File: src/hw/rtl/rdpc_pkg.sv
// Package for the red dot pixel classifier: widths, configuration register
// indexes, shared structs and the percent scaling function.
// No dependencies; every module of the classifier imports it.
`default_nettype none

package rdpc_pkg;

	localparam int COUNT_BITS = 24;
	localparam int CHAN_W     = 8;
	localparam int DOTS_W     = 24;
	localparam int RATE_W     = 7;
	localparam int RATIO_W    = 9;
	localparam int CMP_W      = (COUNT_BITS > DOTS_W) ? COUNT_BITS : DOTS_W;

	localparam int IN_DATA_W  = 3 * CHAN_W;
	localparam int OUT_DATA_W = DOTS_W;
	localparam int OUT_USER_W = 2;

	localparam int CFG_AW = 3;
	localparam int CFG_DW = DOTS_W;

	// Scaled percent values: floor(pct * 256 / 100) fits in 11 bits for 9-bit input.
	localparam int PCT_W     = RATIO_W;
	localparam int FAC_W     = 11;
	localparam int HIFAC_W   = 10;
	localparam int RECIP_W   = 16;
	localparam int PCT_SHIFT = 14;
	localparam int PROD_W    = PCT_SHIFT + FAC_W;
	// pct * 256 / 100 = pct * 64 / 25; 41944 = ceil(2^20 / 25), exact for pct below 512.
	localparam logic [RECIP_W-1:0] PCT_RECIP = 16'd41944;
	localparam logic [FAC_W-1:0]   FAC_UNITY = 11'd256;

	localparam logic [COUNT_BITS-1:0] COUNT_MAX = '1;

	localparam int QUEUE_DEPTH = 4;
	localparam int QUEUE_AW    = $clog2(QUEUE_DEPTH);
	localparam int QUEUE_CW    = $clog2(QUEUE_DEPTH + 1);

	typedef enum logic [CFG_AW-1:0] {
		REG_MIN_BRIGHTNESS = 3'd0,
		REG_BAND_OFFSET    = 3'd1,
		REG_BAND_RATE_PCT  = 3'd2,
		REG_RED_RATIO_PCT  = 3'd3,
		REG_ALLOWED_DOTS   = 3'd4
	} cfg_reg_t;

	// Classification settings as the front end uses them, already scaled.
	typedef struct packed {
		logic [CHAN_W-1:0]       min_brightness;
		logic [CHAN_W-1:0]       band_offset;
		logic signed [FAC_W-1:0] low_factor;   // 256 - scaled band rate
		logic [HIFAC_W-1:0]      high_factor;  // 256 + scaled band rate
		logic [FAC_W-1:0]        red_factor;   // scaled red ratio
	} pix_cfg_t;

	typedef struct packed {
		logic defect;
		logic last;
	} queue_entry_t;

	function automatic logic [FAC_W-1:0] scale_pct(input logic [PCT_W-1:0] pct);
		logic [PROD_W-1:0] prod;
		prod = PROD_W'(pct) * PROD_W'(PCT_RECIP);
		return prod[PCT_SHIFT +: FAC_W];
	endfunction

endpackage

`default_nettype wire

File: src/hw/rtl/rdpc_front.sv
// Front end of the classifier: accepts pixels and classifies them in two
// pipeline stages, then pushes one request per pixel into the queue.
// Depends on rdpc_pkg.
`default_nettype none

module rdpc_front (
	input  wire logic                       clk,
	input  wire logic                       arst_n,
	input  wire rdpc_pkg::pix_cfg_t         cfg,
	input  wire logic                       in_valid,
	output logic                            in_ready,
	input  wire logic [rdpc_pkg::CHAN_W-1:0] red,
	input  wire logic [rdpc_pkg::CHAN_W-1:0] green,
	input  wire logic [rdpc_pkg::CHAN_W-1:0] blue,
	input  wire logic                       in_map,
	input  wire logic                       last_pixel,
	input  wire logic [rdpc_pkg::QUEUE_CW-1:0] q_count,
	output logic                            push,
	output rdpc_pkg::queue_entry_t          push_entry
);
	import rdpc_pkg::*;

	localparam int FLIGHT_W = QUEUE_CW + 1;
	localparam int DIFF_W   = CHAN_W + 2;
	localparam int SUM_W    = CHAN_W + 1;
	localparam int LOP_W    = 21;
	localparam int HIP_W    = SUM_W + HIFAC_W;
	localparam int THP_W    = SUM_W + FAC_W;
	localparam int LOT_W    = LOP_W - 8;
	localparam int HIT_W    = HIP_W - 8;
	localparam int THT_W    = THP_W - 9;

	logic                     accept;
	logic [FLIGHT_W-1:0]      in_flight;

	logic                     valid_s1;
	logic                     in_map_s1, last_s1, ge_min_s1;
	logic [CHAN_W-1:0]        red_s1, green_s1, blue_s1;
	logic signed [DIFF_W-1:0] g_lo_s1, b_lo_s1;
	logic [SUM_W-1:0]         g_hi_s1, b_hi_s1, sum_s1;

	logic                     valid_s2;
	logic                     in_map_s2, last_s2, ge_min_s2;
	logic [CHAN_W-1:0]        red_s2, green_s2, blue_s2;
	logic signed [LOP_W-1:0]  g_lo_p_s2, b_lo_p_s2;
	logic [HIP_W-1:0]         g_hi_p_s2, b_hi_p_s2;
	logic [THP_W-1:0]         thr_p_s2;

	logic signed [LOP_W-1:0]  g_lo_x, b_lo_x, low_fac_x;
	logic signed [LOT_W-1:0]  g_lo_t, b_lo_t, g_t, b_t;
	logic [HIT_W-1:0]         g_hi_t, b_hi_t;
	logic [THT_W-1:0]         thr_t;
	logic                     in_band, red_ok;

	// Items in the two stages already hold a queue slot, so the queue never overflows.
	assign in_flight = FLIGHT_W'(q_count) + FLIGHT_W'(valid_s1) + FLIGHT_W'(valid_s2);
	assign in_ready  = in_flight < FLIGHT_W'(QUEUE_DEPTH);
	assign accept    = in_valid && in_ready;

	always_ff @(posedge clk or negedge arst_n) begin
		if (!arst_n) begin
			valid_s1 <= 1'b0;
			valid_s2 <= 1'b0;
		end else begin
			valid_s1 <= accept;
			valid_s2 <= valid_s1;
		end
	end

	always_ff @(posedge clk) begin
		in_map_s1 <= in_map;
		last_s1   <= last_pixel;
		ge_min_s1 <= red >= cfg.min_brightness;
		red_s1    <= red;
		green_s1  <= green;
		blue_s1   <= blue;
		g_lo_s1   <= $signed({2'b00, green}) - $signed({2'b00, cfg.band_offset});
		b_lo_s1   <= $signed({2'b00, blue}) - $signed({2'b00, cfg.band_offset});
		g_hi_s1   <= SUM_W'(green) + SUM_W'(cfg.band_offset);
		b_hi_s1   <= SUM_W'(blue) + SUM_W'(cfg.band_offset);
		sum_s1    <= SUM_W'(green) + SUM_W'(blue);
	end

	assign g_lo_x    = LOP_W'(g_lo_s1);
	assign b_lo_x    = LOP_W'(b_lo_s1);
	assign low_fac_x = LOP_W'($signed(cfg.low_factor));

	always_ff @(posedge clk) begin
		in_map_s2 <= in_map_s1;
		last_s2   <= last_s1;
		ge_min_s2 <= ge_min_s1;
		red_s2    <= red_s1;
		green_s2  <= green_s1;
		blue_s2   <= blue_s1;
		g_lo_p_s2 <= g_lo_x * low_fac_x;
		b_lo_p_s2 <= b_lo_x * low_fac_x;
		g_hi_p_s2 <= HIP_W'(g_hi_s1) * HIP_W'(cfg.high_factor);
		b_hi_p_s2 <= HIP_W'(b_hi_s1) * HIP_W'(cfg.high_factor);
		thr_p_s2  <= THP_W'(sum_s1) * THP_W'(cfg.red_factor);
	end

	// Dropping the low bits of the signed products is the floor of the shift.
	always_comb begin
		g_lo_t  = g_lo_p_s2[LOP_W-1:8];
		b_lo_t  = b_lo_p_s2[LOP_W-1:8];
		g_t     = LOT_W'({1'b0, green_s2});
		b_t     = LOT_W'({1'b0, blue_s2});
		g_hi_t  = g_hi_p_s2[HIP_W-1:8];
		b_hi_t  = b_hi_p_s2[HIP_W-1:8];
		thr_t   = thr_p_s2[THP_W-1:9];
		in_band = ((g_lo_t <= b_t) && (HIT_W'(blue_s2) < g_hi_t)) ||
		          ((b_lo_t <= g_t) && (HIT_W'(green_s2) <= b_hi_t));
		red_ok  = THT_W'(red_s2) >= thr_t;
	end

	assign push              = valid_s2;
	assign push_entry.defect = in_map_s2 && ge_min_s2 && in_band && red_ok;
	assign push_entry.last   = last_s2;

	a_accept_reaches_queue: assert property (@(posedge clk) disable iff (!arst_n)
		accept |-> ##2 push)
		else $error("accepted pixel did not reach the queue two cycles later");

endmodule

`default_nettype wire

File: src/hw/rtl/rdpc_fifo.sv
// Short request queue between the classifier front end and the counting
// back end. Depends on rdpc_pkg.
`default_nettype none

module rdpc_fifo (
	input  wire logic                           clk,
	input  wire logic                           arst_n,
	input  wire logic                           push,
	input  wire rdpc_pkg::queue_entry_t         push_entry,
	input  wire logic                           pop,
	output rdpc_pkg::queue_entry_t              pop_entry,
	output logic [rdpc_pkg::QUEUE_CW-1:0]       count
);
	import rdpc_pkg::*;

	queue_entry_t          entries_q [QUEUE_DEPTH];
	logic [QUEUE_AW-1:0]   wr_ptr_q, rd_ptr_q;
	logic [QUEUE_CW-1:0]   count_q;

	function automatic logic [QUEUE_AW-1:0] ptr_inc(input logic [QUEUE_AW-1:0] p);
		return (p == QUEUE_AW'(QUEUE_DEPTH - 1)) ? '0 : p + 1'b1;
	endfunction

	always_ff @(posedge clk or negedge arst_n) begin
		if (!arst_n) begin
			wr_ptr_q <= '0;
			rd_ptr_q <= '0;
			count_q  <= '0;
		end else begin
			if (push) begin
				wr_ptr_q <= ptr_inc(wr_ptr_q);
			end
			if (pop) begin
				rd_ptr_q <= ptr_inc(rd_ptr_q);
			end
			if (push && !pop) begin
				count_q <= count_q + 1'b1;
			end else if (pop && !push) begin
				count_q <= count_q - 1'b1;
			end
		end
	end

	always_ff @(posedge clk) begin
		if (push) begin
			entries_q[wr_ptr_q] <= push_entry;
		end
	end

	assign pop_entry = entries_q[rd_ptr_q];
	assign count     = count_q;

	a_no_overflow: assert property (@(posedge clk) disable iff (!arst_n)
		push |-> (count_q < QUEUE_CW'(QUEUE_DEPTH)))
		else $error("request pushed into a full queue");

	a_no_underflow: assert property (@(posedge clk) disable iff (!arst_n)
		pop |-> (count_q != '0))
		else $error("request popped from an empty queue");

endmodule

`default_nettype wire

File: src/hw/rtl/rdpc_back.sv
// Back end of the classifier: counts defects with saturation, forms the
// verdict on the last pixel and holds the result register. Depends on rdpc_pkg.
`default_nettype none

module rdpc_back (
	input  wire logic                        clk,
	input  wire logic                        arst_n,
	input  wire logic [rdpc_pkg::DOTS_W-1:0] allowed_dots,
	input  wire logic                        q_valid,
	input  wire rdpc_pkg::queue_entry_t      q_entry,
	output logic                             q_pop,
	output logic                             out_valid,
	input  wire logic                        out_ready,
	output logic                             is_defect,
	output logic                             verdict_valid,
	output logic [rdpc_pkg::DOTS_W-1:0]      defect_count,
	output logic                             is_ng
);
	import rdpc_pkg::*;

	logic [COUNT_BITS-1:0] count_q, count_next;
	logic                  ng_next;
	logic                  out_valid_q;
	logic                  defect_q, last_q, ng_q;
	logic [DOTS_W-1:0]     count_out_q;

	assign q_pop = q_valid && (!out_valid_q || out_ready);

	always_comb begin
		count_next = count_q;
		if (q_entry.defect && (count_q != COUNT_MAX)) begin
			count_next = count_q + 1'b1;
		end
		ng_next = q_entry.last && (CMP_W'(count_next) > CMP_W'(allowed_dots));
	end

	always_ff @(posedge clk or negedge arst_n) begin
		if (!arst_n) begin
			count_q     <= '0;
			out_valid_q <= 1'b0;
		end else begin
			if (q_pop) begin
				count_q     <= q_entry.last ? '0 : count_next;
				out_valid_q <= 1'b1;
			end else if (out_ready) begin
				out_valid_q <= 1'b0;
			end
		end
	end

	always_ff @(posedge clk) begin
		if (q_pop) begin
			defect_q    <= q_entry.defect;
			last_q      <= q_entry.last;
			count_out_q <= DOTS_W'(count_next);
			ng_q        <= ng_next;
		end
	end

	assign out_valid     = out_valid_q;
	assign is_defect     = defect_q;
	assign verdict_valid = last_q;
	assign defect_count  = count_out_q;
	assign is_ng         = ng_q;

	a_clear_after_last: assert property (@(posedge clk) disable iff (!arst_n)
		(q_pop && q_entry.last) |=> (count_q == '0))
		else $error("defect counter not cleared after the last pixel");

	a_count_saturates: assert property (@(posedge clk) disable iff (!arst_n)
		((count_q == COUNT_MAX) && !(q_pop && q_entry.last)) |=> (count_q == COUNT_MAX))
		else $error("saturated defect counter changed within a region");

endmodule

`default_nettype wire

File: src/hw/rtl/red_dot_pixel_classifier_unit.sv
// Red dot pixel classifier: one result per pixel, takes a pixel every clock
// unless the front end holds s_axis_tready low. Each pixel passes two classify
// stages, a four-entry request queue and the counting stage before its result
// appears on the output; the front end stops taking pixels only when the
// queue plus the two classify stages already hold four pixels. tdata carries
// red, green, blue from bit 0 up, tuser carries in_map and tlast marks the last
// pixel of a region; on the output, tdata is the running defect count, tuser
// holds is_defect then is_ng, and tlast marks the verdict. Percent registers
// are scaled to 256ths when written.
// Depends on rdpc_pkg, rdpc_front, rdpc_fifo and rdpc_back.
`default_nettype none

module red_dot_pixel_classifier_unit (
	input  wire logic                              clk,
	input  wire logic                              arst_n,
	input  wire logic                              s_axis_tvalid,
	output logic                                   s_axis_tready,
	input  wire logic [rdpc_pkg::IN_DATA_W-1:0]    s_axis_tdata,  // red, green, blue
	input  wire logic [0:0]                        s_axis_tuser,  // in_map
	input  wire logic                              s_axis_tlast,
	output logic                                   m_axis_tvalid,
	input  wire logic                              m_axis_tready,
	output logic [rdpc_pkg::OUT_DATA_W-1:0]        m_axis_tdata,  // defect_count
	output logic [rdpc_pkg::OUT_USER_W-1:0]        m_axis_tuser,  // is_defect, is_ng
	output logic                                   m_axis_tlast,
	input  wire logic                              cfg_we,
	input  wire logic [rdpc_pkg::CFG_AW-1:0]       cfg_addr,
	input  wire logic [rdpc_pkg::CFG_DW-1:0]       cfg_wdata
);
	import rdpc_pkg::*;

	pix_cfg_t            cfg_q;
	logic [DOTS_W-1:0]   allowed_dots_q;
	logic [FAC_W-1:0]    band_rate_scaled;

	logic                push, pop;
	queue_entry_t        push_entry, pop_entry;
	logic [QUEUE_CW-1:0] q_count;

	logic                is_defect, is_ng;

	assign band_rate_scaled = scale_pct(PCT_W'(cfg_wdata[RATE_W-1:0]));

	always_ff @(posedge clk or negedge arst_n) begin
		if (!arst_n) begin
			cfg_q.min_brightness <= '0;
			cfg_q.band_offset    <= '0;
			cfg_q.low_factor     <= $signed(FAC_UNITY);
			cfg_q.high_factor    <= HIFAC_W'(FAC_UNITY);
			cfg_q.red_factor     <= FAC_UNITY;
			allowed_dots_q       <= '0;
		end else if (cfg_we) begin
			case (cfg_addr)
				REG_MIN_BRIGHTNESS: begin
					cfg_q.min_brightness <= cfg_wdata[CHAN_W-1:0];
				end
				REG_BAND_OFFSET: begin
					cfg_q.band_offset <= cfg_wdata[CHAN_W-1:0];
				end
				REG_BAND_RATE_PCT: begin
					cfg_q.low_factor  <= $signed(FAC_UNITY) - $signed(band_rate_scaled);
					cfg_q.high_factor <= HIFAC_W'(FAC_UNITY) + HIFAC_W'(band_rate_scaled);
				end
				REG_RED_RATIO_PCT: begin
					cfg_q.red_factor <= scale_pct(cfg_wdata[RATIO_W-1:0]);
				end
				REG_ALLOWED_DOTS: begin
					allowed_dots_q <= cfg_wdata[DOTS_W-1:0];
				end
				default: begin
				end
			endcase
		end
	end

	rdpc_front u_front (
		.clk        (clk),
		.arst_n     (arst_n),
		.cfg        (cfg_q),
		.in_valid   (s_axis_tvalid),
		.in_ready   (s_axis_tready),
		.red        (s_axis_tdata[CHAN_W-1:0]),
		.green      (s_axis_tdata[2*CHAN_W-1:CHAN_W]),
		.blue       (s_axis_tdata[3*CHAN_W-1:2*CHAN_W]),
		.in_map     (s_axis_tuser[0]),
		.last_pixel (s_axis_tlast),
		.q_count    (q_count),
		.push       (push),
		.push_entry (push_entry)
	);

	rdpc_fifo u_fifo (
		.clk        (clk),
		.arst_n     (arst_n),
		.push       (push),
		.push_entry (push_entry),
		.pop        (pop),
		.pop_entry  (pop_entry),
		.count      (q_count)
	);

	rdpc_back u_back (
		.clk           (clk),
		.arst_n        (arst_n),
		.allowed_dots  (allowed_dots_q),
		.q_valid       (q_count != '0),
		.q_entry       (pop_entry),
		.q_pop         (pop),
		.out_valid     (m_axis_tvalid),
		.out_ready     (m_axis_tready),
		.is_defect     (is_defect),
		.verdict_valid (m_axis_tlast),
		.defect_count  (m_axis_tdata),
		.is_ng         (is_ng)
	);

	assign m_axis_tuser = {is_ng, is_defect};

endmodule

`default_nettype wire

File: config.mk
export PLATFORM = sky130hd
export DESIGN_NAME = red_dot_pixel_classifier_unit
export DESIGN_NICKNAME = d
export VERILOG_FILES = /design/src/hw/rtl/rdpc_pkg.sv /design/src/hw/rtl/rdpc_front.sv /design/src/hw/rtl/rdpc_fifo.sv /design/src/hw/rtl/rdpc_back.sv /design/src/hw/rtl/red_dot_pixel_classifier_unit.sv
export SDC_FILE = /design/constraint.sdc
export NUM_CORES = 2
export LEC_CHECK = 0
export BUFFER_PORTS_ARGS = -buffer_cell sky130_fd_sc_hd__buf_2
export CORE_MARGIN = 3
export CORE_UTILIZATION = 30
export DETAILED_ROUTE_END_ITERATION = 16
export PLACE_DENSITY = 0.41
export SYNTH_ARGS = -nofsm -noshare
export SYNTH_HDL_FRONTEND = slang
export SYNTH_SLANG_ARGS = --single-unit
export TNS_END_PERCENT = 10
File: constraint.sdc
create_clock -name clk -period 6.33 [get_ports clk]
set_clock_uncertainty 0.2 [all_clocks]
set_input_delay 0.9495 -clock clk [delete_from_list [all_inputs] [get_ports clk]]
set_output_delay 0.9495 -clock clk [all_outputs]
set_load 0.01 [all_outputs]
# Word-level counts from Yosys, hierarchy flattened

Memory sizes are Yosys's and may differ from the RTL's.
Cells that the tools add are included.

Flip-flop bits (word level): 331
RAM bits: 8
Input bits: 58
Output and inout bits: 29
Logic and storage cells: 111
Memories: 1

Memories:

| name             | depth | bits a word | read ports | clocked after Yosys merged registers in | write ports | line            | source |
|---|---|---|---|---|---|---|---|
| u_fifo.entries_q | 4     | 2           | 1          | 0                                       | 1           | rdpc_fifo.sv:16 | `queue_entry_t entries_q [QUEUE_DEPTH];` |

$add $sub $neg: 14
Multipliers: 7
$lt $le $gt $ge: 8
Equal/unequal tests: 7
Multiplexer cells: 10
Reduce and logical (&&, ||, !) cells: 25

Operators by type and width:

| kind                  | number |
|---|---|
| $mul 9x10->19         | 4 |
| $mux 24               | 2 |
| $add 8x8->9           | 3 |
| $le 13x9->1           | 2 |
| $add 24x1->24 const B | 1 |
| $gt 24x24->1          | 1 |
| $ne 24x24->1 const B  | 1 |
| $mul 9x13->22 const B | 1 |
| $mul 7x13->20 const B | 1 |
| $mul 9x11->20         | 1 |
| $sub 8x8->9           | 2 |
| $ge 8x11->1           | 1 |
| $le 8x11->1           | 1 |
| $logic_and 1x1->1     | 11 |
| $lt 8x11->1           | 1 |
| $add 9x9->10 const A  | 1 |
| $reduce_and 2->1      | 5 |
| $sub 9x9->10 const A  | 1 |
| $ge 8x8->1            | 1 |
| $eq 3x2->1 const B    | 2 |
| $mux 3                | 2 |
| $add 2x1->2 const B   | 2 |
| $add 3x1->4           | 1 |
| $add 4x1->4           | 1 |
| 13 further kinds      | 22 |

# Longest topological paths before layout

Depth after elaboration: 6
Depth in mapped cells: 22

# Modules after synthesis

A second synthesis with hierarchy kept.

Cell total of the unflattened synthesis: 3155
Area, all modules: 30734.5 um^2

By module, submodules not included:

| module                        | times used | cells an instance | area each (um^2) |
|---|---|---|---|
| rdpc_front                    | 1          | 2224              | 20666.1 |
| red_dot_pixel_classifier_unit | 1          | 552               | 6025.8 |
| rdpc_back                     | 1          | 334               | 3350.7 |
| rdpc_fifo                     | 1          | 45                | 691.9 |

# Worst setup path after synthesis

No wires, ideal clock.

Kind: flip-flop to flip-flop
From: register cfg_q[29] (netlist bit)
To: register u_front.b_lo_p_s2[16]
Arrival: 5282 ps
Data required time: 6058 ps
Slack: 775 ps
Cell stages (with the launch flop): 19
Buffers on the path: 2
Period minus slack after synthesis: 5555 ps
Path through: dfstp_2 -> clkbuf_1 -> clkbuf_1 -> nand2_1 -> fa_1 -> inv_1 -> fa_1 -> fa_1 -> fa_1 -> fa_1 -> ha_1 -> a21oi_1 -> nor2b_1 -> o211a_1 -> o21a_1 -> o21a_1 -> or2_2 -> a21oi_1 -> xnor2_1

Cells in the longest elaborated chain, start to end: 1

RTL lines:

| what                 | line                                | source |
|---|---|---|
| start, declared      | red_dot_pixel_classifier_unit.sv:32 | `pix_cfg_t cfg_q;` |
| $mul 9x10->19        | rdpc_front.sv:96                    | `b_lo_p_s2 <= b_lo_x * low_fac_x;` |
| end signal, assigned | rdpc_front.sv:96                    |  |
| end, declared        | rdpc_front.sv:45                    | `logic signed [LOP_W-1:0] g_lo_p_s2, b_lo_p_s2;` |

No other way between the ends.
A chain may end at the register's enable or synchronous reset.

# Worst setup path in the final report

From: register cfg_q[24] (netlist bit)
To: register u_front.b_lo_p_s2[16]

The elaborated chain is that of the path after synthesis.

==> flow_summary.toml <==
[run_status]
outcome = "finished, final reports clean"

[route]
drtAntennaViolNets = 0
first_pass_drt_iterations = 5
detail_route.wirelength_um = 73590
drcViolationCount = 0
via_count = 20160
post_dr_wirelength_cell_um = 16.52
post_drt_via_cell_ratio = 4.525
starting_drt_drc_count = 829

[die]
core_area_um2 = 96990
initial_utilization = 0.3031
die_area_um2 = 101800
core.rowCount = 114
dieWidth_um = 319.0
vertical_die_dimension_um = 319.0
io_pins = 87

[hold_path]
hold_path.startpoint = "u_front.red_s1[3]"
holdPathStages = 0
min_delay_worst_endpoint = "u_front.red_s2[3]"
worstHoldPathType = "flip-flop to flip-flop"

[placed_design]
hpwlAfterDp_um = 60750
dp_cells = 4388
io_buffer_count = 86
dp_worst_setup_slack_ns = 0.3669
gp_congestion = 0.7836
detailed_place.area_um2 = 31250

[synth]
syn_avg_cell_area_um2 = 9.481
yosysTopAreaCell = "sky130_fd_sc_hd__fa_1"
postSynthRegisterBits = 291
dominant_synthesized_flop_cell = "sky130_fd_sc_hd__dfxtp_1"
syn-cell-area_um2 = 29400
post_synth_main_area_contributors = "sky130_fd_sc_hd__fa_1 (26%), sky130_fd_sc_hd__ha_1 (17%), sky130_fd_sc_hd__dfxtp_1 (10%)"
number_of_enable_flip_flop_cells_after_synthesis = 35
synth-seq-area-share = 0.2279
async_reset_ff_frac = 0.3574
synth_cell_types = 78
synth_nets = 3934
yosys.area.top_type_share = 0.2574
ys_warn_count = 0
post_synth_inst_count = 3101

[cells_and_area]
nFillCells = 10130
nets = 3985
final_design_area_no_fill_um2 = 32430
drive_above_1_share = 0.06608
finalNonFillerCells = 4456
area_growth_pct = 10.31

[critical_path]
critical-path-top-delay-family = "adder cells"
worst-endpoint-arrival_ns = 6.04
cp_slowest_stage_delay_ns = 0.64
critPathLaunchType = "flip-flop"
r2r_cells = 17
worst-setup-path-type = "flip-flop to flip-flop"
path_common_cell = "sky130_fd_sc_hd__fa_1"
path_buf_inv = 2
worst_r2r_startpoint = "cfg_q[24]"
worst-r2r-setup-slack_ns = 0.57
crit_chain = "and2_1, fa_1, inv_1, fa_1, inv_1, fa_1, fa_1, fa_1, ha_1, a21oi_1, nor2b_1, o211a_1, o21a_1, o21a_1, or2_2, a21oi_1, xnor2_1"
worst_r2r_endpoint = "u_front.b_lo_p_s2[16]"
critical-path-slowest-cell = "sky130_fd_sc_hd__dfrtp_1"
cp.required_ns = 6.61
crit_path_end_kind = "flip-flop"
worst-path-max-fanout = 19

[timing]
slew_headroom = 0.3691
worst_slew_pin_slew_ns = 0.9464
fmax_mhz = 173.5
tns_ns = 0
setup_slack_ns = 0.5654
timing.final.hold_violations = 0
period_share = 0.9107
fin_crit_ns = 5.765
timing_max_transition_violations_final = 0
finalSetupViolations = 0
setup_repair_after_global_routing_missed_its_margin = "no"

[global_routing]
grt_antenna_before_repair = 6
pin_count_of_the_biggest_net_entering_global_routing = 68
first_global_vias = 21670
grt_first_pass_wirelength_um = 120800
grt_remaining_overflow = 0
grt_usage = 0.1486

[clocking]
cts_buffers = 38
clockRootBuffer = "sky130_fd_sc_hd__clkbuf_16"
hold_buffers = 0
post-cts-setup-buffers = 0
cts_tree = "yes"
cts.repair.resized = 0
clkLatencyLatePin_ns = 0.58
clkSlewWorstSetupHoldPaths_ns = 0.05
cts_num_sinks = 291
htreeDepth = 2
cts.path.max_buffers = 3

[flow_run]
drv.max_cap_violation_count = 0
worst reg2reg max path, cell delays in order (launching register included):
cell and delay [ns]:
sky130_fd_sc_hd__dfrtp_1 0.64, sky130_fd_sc_hd__and2_1 0.30, sky130_fd_sc_hd__fa_1 0.54, sky130_fd_sc_hd__inv_1 0.05
sky130_fd_sc_hd__fa_1 0.47, sky130_fd_sc_hd__inv_1 0.05, sky130_fd_sc_hd__fa_1 0.50, sky130_fd_sc_hd__fa_1 0.58
sky130_fd_sc_hd__fa_1 0.42, sky130_fd_sc_hd__ha_1 0.33, sky130_fd_sc_hd__a21oi_1 0.21, sky130_fd_sc_hd__nor2b_1 0.09
sky130_fd_sc_hd__o211a_1 0.27, sky130_fd_sc_hd__o21a_1 0.20, sky130_fd_sc_hd__o21a_1 0.20, sky130_fd_sc_hd__or2_2 0.30
sky130_fd_sc_hd__a21oi_1 0.18, sky130_fd_sc_hd__xnor2_1 0.13
registers in the layout, indices dropped and copies added (netlist names), 11 cells and up:
name and count:
cfg_q 46, allowed_dots_q 24, u_back.count_q 24, u_back.defect_count 24, u_front.b_hi_p_s2 11, u_front.b_lo_p_s2 11
u_front.g_hi_p_s2 11, u_front.g_lo_p_s2 11, u_front.thr_p_s2 11
placed cells by master, fill, tap and decap left out, drive strengths merged, types with 15 or more instances in the layout:
cell / netlist / layout
fa: 378 / 378
o21ai: 143 / 143
nand2: 387 / 387
dfxtp: 152 / 152
xnor2: 71 / 71
inv: 607 / 609
a21oi: 73 / 73
dfrtp: 101 / 101
nand2b: 33 / 33
o21a: 25 / 25
buf: 11 / 119
and2: 185 / 185
o31ai: 15 / 15
nor2b: 21 / 21
nand3: 21 / 21
nor3: 27 / 27
ha: 397 / 397
nor2: 92 / 92
nand4: 18 / 18
edfxtp: 35 / 35
and3: 18 / 18
xor2: 67 / 67
clkbuf: 97 / 52
a21o: 35 / 35
worst max-delay path by stage:
stage                                       end  cells past startpoint  slack (ns)    startpoint
after CTS                 u_front.b_lo_p_s2[16]                     17        0.51     cfg_q[24]
final                     u_front.b_lo_p_s2[16]                     17        0.57     cfg_q[24]
after global routing      u_front.g_lo_p_s2[19]                     20        0.10     cfg_q[25]
after detailed placement              cfg_q[10]                     20        0.37  cfg_wdata[1]
after global placement                cfg_q[10]                     20        0.45  cfg_wdata[0]
after floorplan           u_front.b_lo_p_s2[16]                     18        0.78     cfg_q[29]
Yosys cell counts (4+ instances only):
cell and n:
sky130_fd_sc_hd__inv_1 607, sky130_fd_sc_hd__ha_1 397, sky130_fd_sc_hd__nand2_1 386, sky130_fd_sc_hd__fa_1 378, sky130_fd_sc_hd__and2_1 183, sky130_fd_sc_hd__dfxtp_1 152
sky130_fd_sc_hd__o21ai_0 138, sky130_fd_sc_hd__dfrtp_1 101, sky130_fd_sc_hd__clkbuf_1 97, sky130_fd_sc_hd__nor2_1 90, sky130_fd_sc_hd__a21oi_1 72, sky130_fd_sc_hd__xnor2_1 71
sky130_fd_sc_hd__xor2_1 67, sky130_fd_sc_hd__a21o_1 35, sky130_fd_sc_hd__edfxtp_1 35, sky130_fd_sc_hd__nand2b_1 33, sky130_fd_sc_hd__nor3_1 27, sky130_fd_sc_hd__o21a_1 25
sky130_fd_sc_hd__nor2b_1 21, sky130_fd_sc_hd__nand3_1 20, sky130_fd_sc_hd__nand4_1 17, sky130_fd_sc_hd__o31ai_1 15, sky130_fd_sc_hd__o21bai_1 14, sky130_fd_sc_hd__and3_1 13
sky130_fd_sc_hd__mux2_2 7, sky130_fd_sc_hd__buf_2 6, sky130_fd_sc_hd__a31oi_1 5, sky130_fd_sc_hd__o41ai_1 5, sky130_fd_sc_hd__nor4_1 4, sky130_fd_sc_hd__or2_2 4
sky130_fd_sc_hd__or3_1 4
cell type report:
type	instances	area, µm²	share of cell area
Multi-Input combinational cell	2095	19990	0.6165
Sequential cell	291	6700	0.2066
Inverter	607	2278	0.07026
Tap cell	1276	1597	0.04923
Clock buffer	52	1055	0.03252
Timing Repair Buffer	119	680.7	0.02099
Clock inverter	14	120.1	0.003704
Antenna cell	2	5.005	0.0001543
through the flow:
stage / hold WS [ns] / utilization
after floorplan: 0.1096 / -
after global placement: 0.1098 / 0.3222
after detailed placement: 0.1121 / 0.3222
after CTS: 0.1209 / 0.3343
after global routing: 0.1273 / 0.3343
final: 0.1208 / 0.3344
metal layers:
metal / routed length (µm) / vias to the layer above / global-route usage
met5: 0 / - / 0
met2: 33890 / 248 / 0.2406
met3: 2214 / 71 / 0.01834
met4: 1363 / 0 / 0.03029
met1: 36130 / 10090 / 0.2136
li1: - / 9753 / -
kinds of logic after synthesis:
kind of cell	count (synthesis)	share of synthesized area
xor+xnor	138	0.04111
buf+inv	715	0.09218
mux	10	0.004554
simple gates	826	0.1355
flops	291	0.2279
fa+ha+maj	775	0.4264
compound gates	346	0.07244
Power is left out: the tool's default activity adds up to more than one toggle a clock period on the data nets, which glitch-free logic cannot reach.
